==> src/hdl/gasa_pkg.sv <==
// Shared constants and controller/datapath interface types for the glyph atlas allocator.
`default_nettype none

package gasa_pkg;

  localparam int ATLAS_DIM_DEFAULT  = 512;
  localparam int RING_SLOTS_DEFAULT = 512;
  localparam int GLYPH_DIM_W        = 8;
  localparam int OUT_W              = 9;

  typedef struct packed {
    logic load;
    logic place_x;
    logic place_y;
    logic step;
    logic finish;
  } cmd_t;

  typedef struct packed {
    logic hit;
    logic band;
    logic walk_more;
    logic out_free;
  } status_t;

endpackage

`default_nettype wire

==> src/hdl/gasa_ctrl.sv <==
// Sequencing state machine for the glyph atlas allocator.
`default_nettype none

module gasa_ctrl (
  input  wire             clk,
  input  wire             rst,
  input  wire             in_valid,
  output logic            in_ready,
  input  gasa_pkg::status_t st,
  output gasa_pkg::cmd_t    cmd
);

  typedef enum logic [2:0] {
    S_IDLE,
    S_PLACE_X,
    S_PLACE_Y,
    S_WALK,
    S_FINAL
  } state_t;

  state_t state;

  assign in_ready = (state == S_IDLE);

  always_comb begin
    cmd.load    = (state == S_IDLE) && in_valid;
    cmd.place_x = (state == S_PLACE_X) && !st.hit;
    cmd.place_y = (state == S_PLACE_Y);
    cmd.step    = (state == S_WALK) && st.walk_more;
    cmd.finish  = (state == S_FINAL) && st.out_free;
  end

  always_ff @(posedge clk) begin
    if (rst) begin
      state <= S_IDLE;
    end else begin
      unique case (state)
        S_IDLE: begin
          if (in_valid) state <= S_PLACE_X;
        end
        S_PLACE_X: begin
          state <= st.hit ? S_FINAL : S_PLACE_Y;
        end
        S_PLACE_Y: begin
          state <= st.band ? S_WALK : S_FINAL;
        end
        S_WALK: begin
          if (!st.walk_more) state <= S_FINAL;
        end
        S_FINAL: begin
          if (st.out_free) state <= S_IDLE;
        end
        default: begin
          state <= S_IDLE;
        end
      endcase
    end
  end

endmodule

`default_nettype wire

==> config.mk <==
export PLATFORM = sky130hd
export DESIGN_NAME = gasa_ctrl
export DESIGN_NICKNAME = d
export VERILOG_FILES = /design/src/hdl/gasa_pkg.sv /design/src/hdl/gasa_ctrl.sv
export SDC_FILE = /design/constraint.sdc
export NUM_CORES = 1
export LEC_CHECK = 0
export BUFFER_PORTS_ARGS = -buffer_cell sky130_fd_sc_hd__buf_2
export CORE_AREA = 3 3 40 42
export DETAILED_ROUTE_END_ITERATION = 10
export DIE_AREA = 0 0 43 45
export GPL_ROUTABILITY_DRIVEN = 1
export HOLD_SLACK_MARGIN = 0.06
export PLACE_DENSITY = 0.46
export SLEW_MARGIN = 20
export SYNTH_ARGS = -nofsm -noshare
export SYNTH_HDL_FRONTEND = slang
export SYNTH_SLANG_ARGS = --single-unit
==> constraint.sdc <==
create_clock -name clk -period 3.25 [get_ports clk]
set_input_delay 0.8125 -clock clk [delete_from_list [all_inputs] [get_ports clk]]
set_output_delay 0.8125 -clock clk [all_outputs]
set_load 0.1 [all_outputs]
* Yosys cells after proc, flatten, opt, wreduce, memory -nomap -nowiden *
Index checks and enable logic that the tools add are counted.

operators by class
  equality and inequality tests = 7
  multiplexer cells = 6
  reduce and logical (&&, ||, !) cells = 7

operator list
  cell                  number
  $mux W3               5
  $pmux W3 S5           1
  $eq A3 B2 Y1 const B  2
  $ne A2 B2 Y1 const B  3
  $logic_and A1 B1 Y1   4
  $eq A3 B1 Y1 const B  1
  $eq A3 B3 Y1 const B  1
  $logic_not A3 Y1      1
  $reduce_and A3 Y1     1
  $logic_not A1 Y1      1

storage, ports and cells
  register bits after elaboration = 3
  input port bits = 7
  output and inout port bits = 6
  logic and storage cells = 21

* Longest topological paths before layout *
Gate-level depths: netlist (run 1).

  depth after elaboration = 3
  gate-level depth with buffers = 4
  gate-level depth less buffers = 3

* Least setup slack after synthesis (run 1) *
Ideal clock, no wire load.

  path kind = register -> output
  start point = register state[0]
  end point = output cmd[4] in the netlist's numbering
  arrival = 3.501 ns
  data required time = 2.438 ns
  path slack = -1.063 ns
  stages on the path, launching flop included = 4
  buffers on the path = 1
  cell sequence = dfxtp_1 buf_4 nor3_1 and2_1

RTL lines
  element                 RTL line         text
  from (decl)             gasa_ctrl.sv:21  state_t state;
  from (signal assigned)  gasa_ctrl.sv:42  state <= st.hit ? S_FINAL : S_PLACE_Y;
  from (signal assigned)  gasa_ctrl.sv:45  state <= st.band ? S_WALK : S_FINAL;
  to (decl)               gasa_ctrl.sv:10  output gasa_pkg::cmd_t cmd

==> summary.md, run 1 <==
| Metric | Value |
|---|---|
| Rows | 13 |
| Die Height | 45 µm |
| Critical path required time | 2.44 ns |
| Synth top area share | 29.8% |
| Root buf cell | clkbuf_4 |
| Area contributors post-synth | dfxtp_1, o32ai_1, nor3b_2 |
| Part of the power in combinational logic | 41.4% |
| Port buffer count | 12 |
| Status | finished, final reports clean |
| Post-DP HPWL | 442 µm |
| Die area | 1940 µm² |
| Syn avg cell area | 7.75 µm² |
| TritonCTS Buffers | 3 |
| Leading cell type in the layout, fill and taps excluded | buf_2 |
| Routed WL per cell | 10.2 µm |
| Post-synthesis register bit count | 3 |
| Tcrit/Tclk final | 78.8% |
| Vias in the first global route | 222 |
| Reg power frac | 25.1% |
| DRC errors left | 0 |
| Count of pins over their slew limit | 0 |
| P_sw | 0.0950 mW |
| Hold Path Class | flop to flop |
| Final Setup Violations | 0 |
| Max-cap violations | 0 |
| Sw frac | 47.4% |
| WS Path Type | input pin to output port |
| Overall Global Routing Usage | 6.75% |
| Layout Nets | 48 |
| Reg with most FFs | state |
| GPL Wtd Cong | 0.683 |
| Router iterations before antenna repair | 2 |
| Final Skew | 0.00105 ns |
| Min cycle time layout | 2.56 ns |
| CTS Hold Bufs | 0 |
| Post-route ant nets | 0 |
| Via count | 229 |
| Clock Power Share | 33.5% |
| Internal power | 0.106 mW |
| Overall Power | 0.201 mW |
| R2r worst-path depth | 3 |
| Post-CTS sizing | 0 |
| Largest register FFs | 3 |
| Layout cells sized above 1 | 42.5% |
| Largest area contributor in the netlist | dfxtp_1 |
| Placed cells | 51 |
| Clock slew at reported path FFs | 0.04 ns |
| Pin count of the biggest net entering global routing | 10 |
| Slew margin rel. | 67.7% |
| Largest registers | state x3 |
| Pleak | 0.150 nW |
| Peak VDD IR | 0.000170 V |
| Layout area overhead | 51.6% |
| Finished Layout Cells | 55 |
| Initial Utilization | 15.7% |
| Final Hold Viols | 0 |
| H-tree depth | 1 |
| DR iter-0 viols | 6 |
| DR WL met2 | 312 µm |
| First-pass GRT wire length | 917 µm |
| Total Wirelength | 561 µm |
| TritonCTS Sinks | 3 |
| Count of cell types in the netlist | 19 |
| Worst-path maximum fanout | 2 |
| Worst-margin pin slew | 0.488 ns |
| RSZ-0062 raised after global routing | no |
| Cells after synthesis | 26 |
| F_max | 391 MHz |
| Setup_tns | 0 ns |
| Postcts setup bufs | 0 |
| Clock tree buffer depth | 2 |
| Post-Synthesis Net Count | 33 |
| YS warnings | 0 |
| Top Layer Used | met4 |
| Worst Setup End Kind | output port |
| # IOs | 13 |
| WP data arrival | 1.75 ns |
| Metal-1 WL | 222 µm |
| Pwr Density | 657 nW/µm² |
| Min-Delay Path Depth | 2 |
| Fin worst setup slack | 0.690 ns |
| Post-synthesis sequential area ratio | 29.8% |
| Core area | 1280 µm² |
| Die X | 43 µm |
| Antenna diodes | 0 |
| CTS tree | built |
| Grt ovf | 0 |
| Initial antenna violation count | 0 |
| Met3 WL | 12 µm |
| Mapped cell area | 201 µm² |
| Place WS | 0.680 ns |
| Skew-Pair Late Insertion Delay | 0.24 ns |
| CP Launch Type | input pin |
| Most frequent cells in the layout | buf_2, nor2_1, clkbuf_4, dfxtp_1 |
| Post-DR vias/cell | 4.16 |
final cells by class:
class	instances	area (µm²)
clock buffer	4	26.3
sequential	3	60.1
tap	15	18.8
inverter	2	7.51
fill	151	980
timing repair buffer	12	60.1
multi-input combinational	19	133
metrics by stage:
stage          instance area [µm²]  util (%)  hold WS, ns
2_1_floorplan                  213         -        0.537
3_3_place_gp                   279      21.7        0.599
3_5_place_dp                   279      21.7        0.588
4_1_cts                        305      23.8        0.596
5_1_grt                        305      23.8        0.608
6_report                       305      23.8        0.595
synthesized netlist by cell type:
master    n
o311ai_1  1
nor3b_2   1
buf_4     1
clkbuf_2  1
or3_1     1
and3_1    1
and2_1    1
dfxtp_1   3
o21a_1    1
inv_1     2
a31oi_1   1
nand3_1   1
nor3_1    1
nand4b_1  1
nand2b_1  1
nand2_1   2
o32ai_1   2
nor2b_1   1
nor2_1    3
power by group through the flow:
stage | sequential [mW] | combinational [mW] | clock, mW
3_3_place_gp | 0.0512 | 0.0837 | 0
5_1_grt | 0.0511 | 0.0862 | 0.0756
3_5_place_dp | 0.0511 | 0.0835 | 0
6_report | 0.0502 | 0.0831 | 0.0672
2_1_floorplan | 0.0433 | 0.0791 | 0
4_1_cts | 0.0504 | 0.0837 | 0.0689
critical path, cell delays in order:
cell	delay, ns
buf_2	0.10
or3_1	0.36
inv_1	0.06
buf_2	0.41
cell families (layout without fill, tap and decap cells):
family                 after synthesis  count (layout)  synth area share [%]
and+or+nand+nor                     14              14                  40.4
AOI/OAI and AO/OA                    5               5                  19.9
DFF                                  3               3                  29.8
buffers and inverters                4              18                  9.94
path summary, 6_finish.rpt:
path	startpoint	endpoint	slack, ns
max reg2reg	state[0]	state[1]	2.10
min	state[2]	state[2]	0.60
min reg2reg	state[2]	state[2]	0.60
max	st[3]	cmd[3]	0.69
per-layer routing:
metal	track usage, %	vias up
met4	7.23	0
li1	-	120
met2	11.1	4
met3	2.39	2
met5	0	-
met1	6.28	103
Note: power is estimated with default switching activity, not from simulation.
==> run 2, diff against run 1 <==
--- a/config.mk
+++ b/config.mk
@@ -11,7 +11,7 @@
 export DIE_AREA = 0 0 43 45
 export GPL_ROUTABILITY_DRIVEN = 1
 export HOLD_SLACK_MARGIN = 0.06
-export PLACE_DENSITY = 0.46
+export PLACE_DENSITY = 0.47
 export SLEW_MARGIN = 20
 export SYNTH_ARGS = -nofsm -noshare
 export SYNTH_HDL_FRONTEND = slang
==> constraint.sdc (replaced) <==
create_clock -name clk -period 2.3 [get_ports clk]
set_input_delay 0.575 -clock clk [delete_from_list [all_inputs] [get_ports clk]]
set_output_delay 0.575 -clock clk [all_outputs]
set_load 0.1 [all_outputs]
==> run 2 against run 1 <==
  * Die area did not move
  * Sequential share of layout area fell by 1.1 points
  * Sequential power rose by 41%
  * Combinational power rose by 50%
  * Final cell count did not move
  * Sequential cell count did not move
  * Total power rose by 44%
  * Utilization rose by 1.4 points
==> summary.md, run 2 (synthesized netlist as in run 1, its figures left out) <==
| Metric | Value |
|---|---|
| Critical path required time | 1.73 ns |
| Post-DP HPWL | 421 µm |
| Reg with most FFs | state |
| Leading cell type in the layout, fill and taps excluded | buf_2 |
| Core area | 1280 µm² |
| WS Path Type | flop to output port |
| Die X | 43 µm |
| Post-DR vias/cell | 4.38 |
| Final Skew | 0.000925 ns |
| Hold_ws | 0.547 ns |
| Hold Path Class | input pin to flop |
| GR Util met3 | 2.79% |
| Final Cell Area | 323 µm² |
| Port buffer count | 12 |
| Critical-path top delay cell | dfxtp_1 |
| CTS Hold Bufs | 0 |
| Most frequent cells in the layout | buf_2, nor2_1, clkbuf_4, dfxtp_1 |
| Initial antenna violation count | 0 |
| Rows | 13 |
| Sequence of cells on the critical path | nand4b_1 > inv_1 > buf_2 |
| TritonCTS Buffers | 3 |
| Clock slew at reported path FFs | 0.04 ns |
| Busiest grt layer | met2 |
| Router iterations before antenna repair | 4 |
| Tcrit/Tclk final | 89.1% |
| CP Launch Type | flop |
| Fin worst setup slack | 0.251 ns |
| Post-CTS sizing | 0 |
| Min cycle time layout | 2.05 ns |
| TritonCTS Sinks | 3 |
| Layout area overhead | 60.2% |
| Worst-path maximum fanout | 9 |
| Clock tree buffer depth | 2 |
| Skew-Pair Late Insertion Delay | 0.23 ns |
| Met2 usage | 9.28% |
| Place WS | 0.394 ns |
| Post-DP Area | 297 µm² |
| Final Hold Viols | 0 |
| Postcts setup bufs | 0 |
| Largest register FFs | 3 |
| Pleak | 0.155 nW |
| Routed WL per cell | 10.2 µm |
| DRC errors left | 0 |
| Largest registers | state x3 |
| Final Core Density | 25.1% |
| Slew margin rel. | 67.8% |
| Peak VDD IR | 0.000313 V |
| H-tree depth | 1 |
| Die Height | 45 µm |
| First-pass GRT wire length | 890 µm |
| Final Setup Violations | 0 |
| Worst-margin pin slew | 0.487 ns |
| # IOs | 13 |
| Layout cells sized above 1 | 45.0% |
| Via count | 241 |
| Met1 Resource Use GR | 6.99% |
| Filler instances | 139 |
| Overall Power | 0.290 mW |
| Count of pins over their slew limit | 0 |
| Total Wirelength | 563 µm |
| Pwr Density | 897 nW/µm² |
| Antenna diodes | 0 |
| F_max | 488 MHz |
| RSZ-0062 raised after global routing | no |
| Status | finished, final reports clean |
| Post-route ant nets | 0 |
| Max-cap violations | 0 |
| Overall Global Routing Usage | 6.58% |
| CTS tree | built |
| Layout Nets | 48 |
| DR iter-0 viols | 9 |
| Grt ovf | 0 |
| Worst Setup End Kind | output port |
| GPL Wtd Cong | 0.738 |
| Initial Utilization | 15.7% |
| Root buf cell | clkbuf_4 |
| Die area | 1940 µm² |
| Vias in the first global route | 232 |
| Pin count of the biggest net entering global routing | 10 |
| CP max stage delay | 0.53 ns |
| WP data arrival | 1.47 ns |
-- run 2: cell counts in the layout (fill, tap and decap cells not counted) --
Identical to the previous run, type by type.
-- run 2: layer usage --
metal  wire length, µm  share of wire (%)  up-vias
met1               252                 45      102
met5                 0                  0        -
met3                74                 13        0
met2               235                 42       17
met4                 0                  0        0
li1                  -                  -      122
-- run 2: area by class of cell --
type	instances	area, µm²	share of cell area (%)
sequential	3	60.1	18.6
tap	15	18.8	5.81
inverter	2	7.51	2.33
timing repair buffer	12	75.1	23.3
multi-input combinational	19	135	41.9
clock buffer	4	26.3	8.14
-- run 2: path summary, 6_finish.rpt --
check                           slack (ns)  cells after the start       end      from
worst min-delay path                  0.55                      2  state[1]       rst
worst min register to register        0.61                      2  state[2]  state[2]
worst max register to register        1.14                      3  state[1]  state[0]
worst max-delay path                  0.25                      3    cmd[1]  state[0]
-- run 2: through the flow --
stage	cells	TNS, ns
final	55	0
after detailed placement	51	0
after global routing	55	0
after floorplan	26	-0.0188
after CTS	55	0
after global placement	51	0
-- run 2: worst max-delay path, delay by kind of cell, from the launching register on --
family,cells,cell delay (ns)
buffers and inverters,2,0.50
DFF,1,0.53
and+or+nand+nor,1,0.20
-- run 2: power by group --
part / internal (mW) / switching (mW) / leakage [nW]
Sequential: 0.0575 / 0.0135 / 0.0246
Clock: 0.0651 / 0.0285 / 0.0150
Combinational: 0.0323 / 0.0926 / 0.116
Total: 0.155 / 0.135 / 0.155
==> run 3, diff against run 2 <==
--- a/config.mk
+++ b/config.mk
@@ -5,7 +5,7 @@
 export SDC_FILE = /design/constraint.sdc
 export NUM_CORES = 1
 export LEC_CHECK = 0
-export BUFFER_PORTS_ARGS = -buffer_cell sky130_fd_sc_hd__buf_2
+export BUFFER_PORTS_ARGS = -buffer_cell sky130_fd_sc_hd__buf_4
 export CORE_AREA = 3 3 40 42
 export DETAILED_ROUTE_END_ITERATION = 10
 export DIE_AREA = 0 0 43 45
==> run 3 against run 2 <==
  * Sequential power is 0.6% higher
  * Clock power is 1% lower
  * Die area is the same
  * Sequential cell count unchanged
  * Global-route usage is essentially flat
  * Routed wire length rose by 0.18%
  * Sequential share of layout area is 0.83 points lower
  * Maximum frequency decreased by 2.4%
  * Hold slack lost 0.011 ns
  * Critical path depth increased by 1
  * Critical path type unchanged
==> summary.md, run 3 (synthesized netlist as in run 1, its figures left out) <==
| Metric | Value |
|---|---|
| Root buf cell | clkbuf_4 |
| Worst-path maximum fanout | 9 |
| Slew margin rel. | 74.8% |
| Initial antenna violation count | 0 |
| CP max stage delay | 0.54 ns |
| WP data arrival | 1.52 ns |
| Die Height | 45 µm |
| Sequence of cells on the critical path | nand2b_1 > or3_1 > inv_1 > buf_4 |
| Largest register FFs | 3 |
| Critical path required time | 1.73 ns |
| TritonCTS Sinks | 3 |
| Overall Power | 0.292 mW |
| Finished Layout Cells | 55 |
| Reg with most FFs | state |
| Total Wirelength | 564 µm |
| Grt ovf | 0 |
| Pwr Density | 865 nW/µm² |
| Layout area overhead | 67.7% |
| Hold_ws | 0.535 ns |
| Crit path depth | 4 |
| Count of pins over their slew limit | 0 |
| Final Core Density | 26.3% |
| Post-DR vias/cell | 4.29 |
| Via count | 236 |
| Worst Setup End Kind | output port |
| Skew-Pair Late Insertion Delay | 0.23 ns |
| Max-cap violations | 0 |
| R2r worst-path depth | 3 |
| Hold Path Class | input pin to flop |
| Post-route ant nets | 0 |
| First-pass GRT wire length | 890 µm |
| Router iterations before antenna repair | 4 |
| Core area | 1280 µm² |
| Routed WL per cell | 10.3 µm |
| Fin worst setup slack | 0.201 ns |
| Critical-path top delay cell | dfxtp_1 |
| Place WS | 0.332 ns |
| Pleak | 0.159 nW |
| Layout Nets | 48 |
| Die area | 1940 µm² |
| Setup_tns | 0 ns |
| Overall Global Routing Usage | 6.57% |
| Postcts setup bufs | 0 |
| Port buffer count | 12 |
| DRC errors left | 0 |
| Final Skew | 0.00131 ns |
| Final Hold Viols | 0 |
| Most frequent cells in the layout | buf_4, nor2_1, clkbuf_4, dfxtp_1 |
| Tcrit/Tclk final | 91.3% |
| WS Path Type | flop to output port |
| CTS Hold Bufs | 0 |
| Placed cells | 51 |
| Peak VDD IR | 0.000241 V |
| CTS tree | built |
| Post-DP Area | 312 µm² |
| Clock tree buffer depth | 2 |
| Antenna diodes | 0 |
| Leading cell type in the layout, fill and taps excluded | buf_4 |
| Initial Utilization | 15.7% |
| Min cycle time layout | 2.10 ns |
| # IOs | 13 |
| GPL Wtd Cong | 0.679 |
| Clock slew at reported path FFs | 0.04 ns |
| R2R setup slack | 1.13 ns |
| Buf+Inv Stages, Crit Path | 2 |
| Die X | 43 µm |
| Min-Delay Path Depth | 2 |
| CP top delay family | flip-flops |
| DR iter-0 viols | 1 |
| H-tree depth | 1 |
| Rows | 13 |
| Pin count of the biggest net entering global routing | 10 |
| Final Cell Area | 338 µm² |
| Largest registers | state x3 |
| CP Launch Type | flop |
| F_max | 476 MHz |
| Status | finished, final reports clean |
| Final Setup Violations | 0 |
| TritonCTS Buffers | 3 |
| Layout cells sized above 1 | 45.0% |
| Post-CTS sizing | 0 |
| Vias in the first global route | 220 |
| RSZ-0062 raised after global routing | no |
| Worst-margin pin slew | 0.378 ns |
[run 3: cell types whose count changed in the layout (fill, tap and decap cells not counted)]
| cell | change |
|---|---|
| buf_2 | -11 |
| buf_4 | +12 |
| buf_12 | -1 |
[run 3: cell type report]
cell class	instances	area, µm²
inverter	2	7.51
multi-input combinational	19	135
fill	148	947
tap	15	18.8
sequential	3	60.1
timing repair buffer	12	90.1
clock buffer	4	26.3
[run 3: per-layer routing]
metal	share of wire, %	vias to the layer above	global-route usage (%)
li1	-	122	-
met1	50	101	8.65
met2	38	13	7.78
met3	12	0	5.58
met4	0	0	1.81
met5	0	-	0
[run 3: worst reg2reg max path: stages, from the launching register on]
cell	delay, ns
dfxtp_1	0.54
nand2b_1	0.08
or3_1	0.33
a31oi_1	0.14
[run 3: report_power, final]
part	total (mW)	switching (mW)	internal, mW
clock	0.0927	0.0277	0.0650
combinational	0.128	0.0920	0.0362
sequential	0.0714	0.0139	0.0575
total	0.292	0.134	0.159
[run 3: path summary, 6_finish.rpt]
kind / end / startpoint
max: cmd[3] / state[0]
max reg2reg: state[1] / state[0]
min reg2reg: state[2] / state[2]
min: state[1] / rst
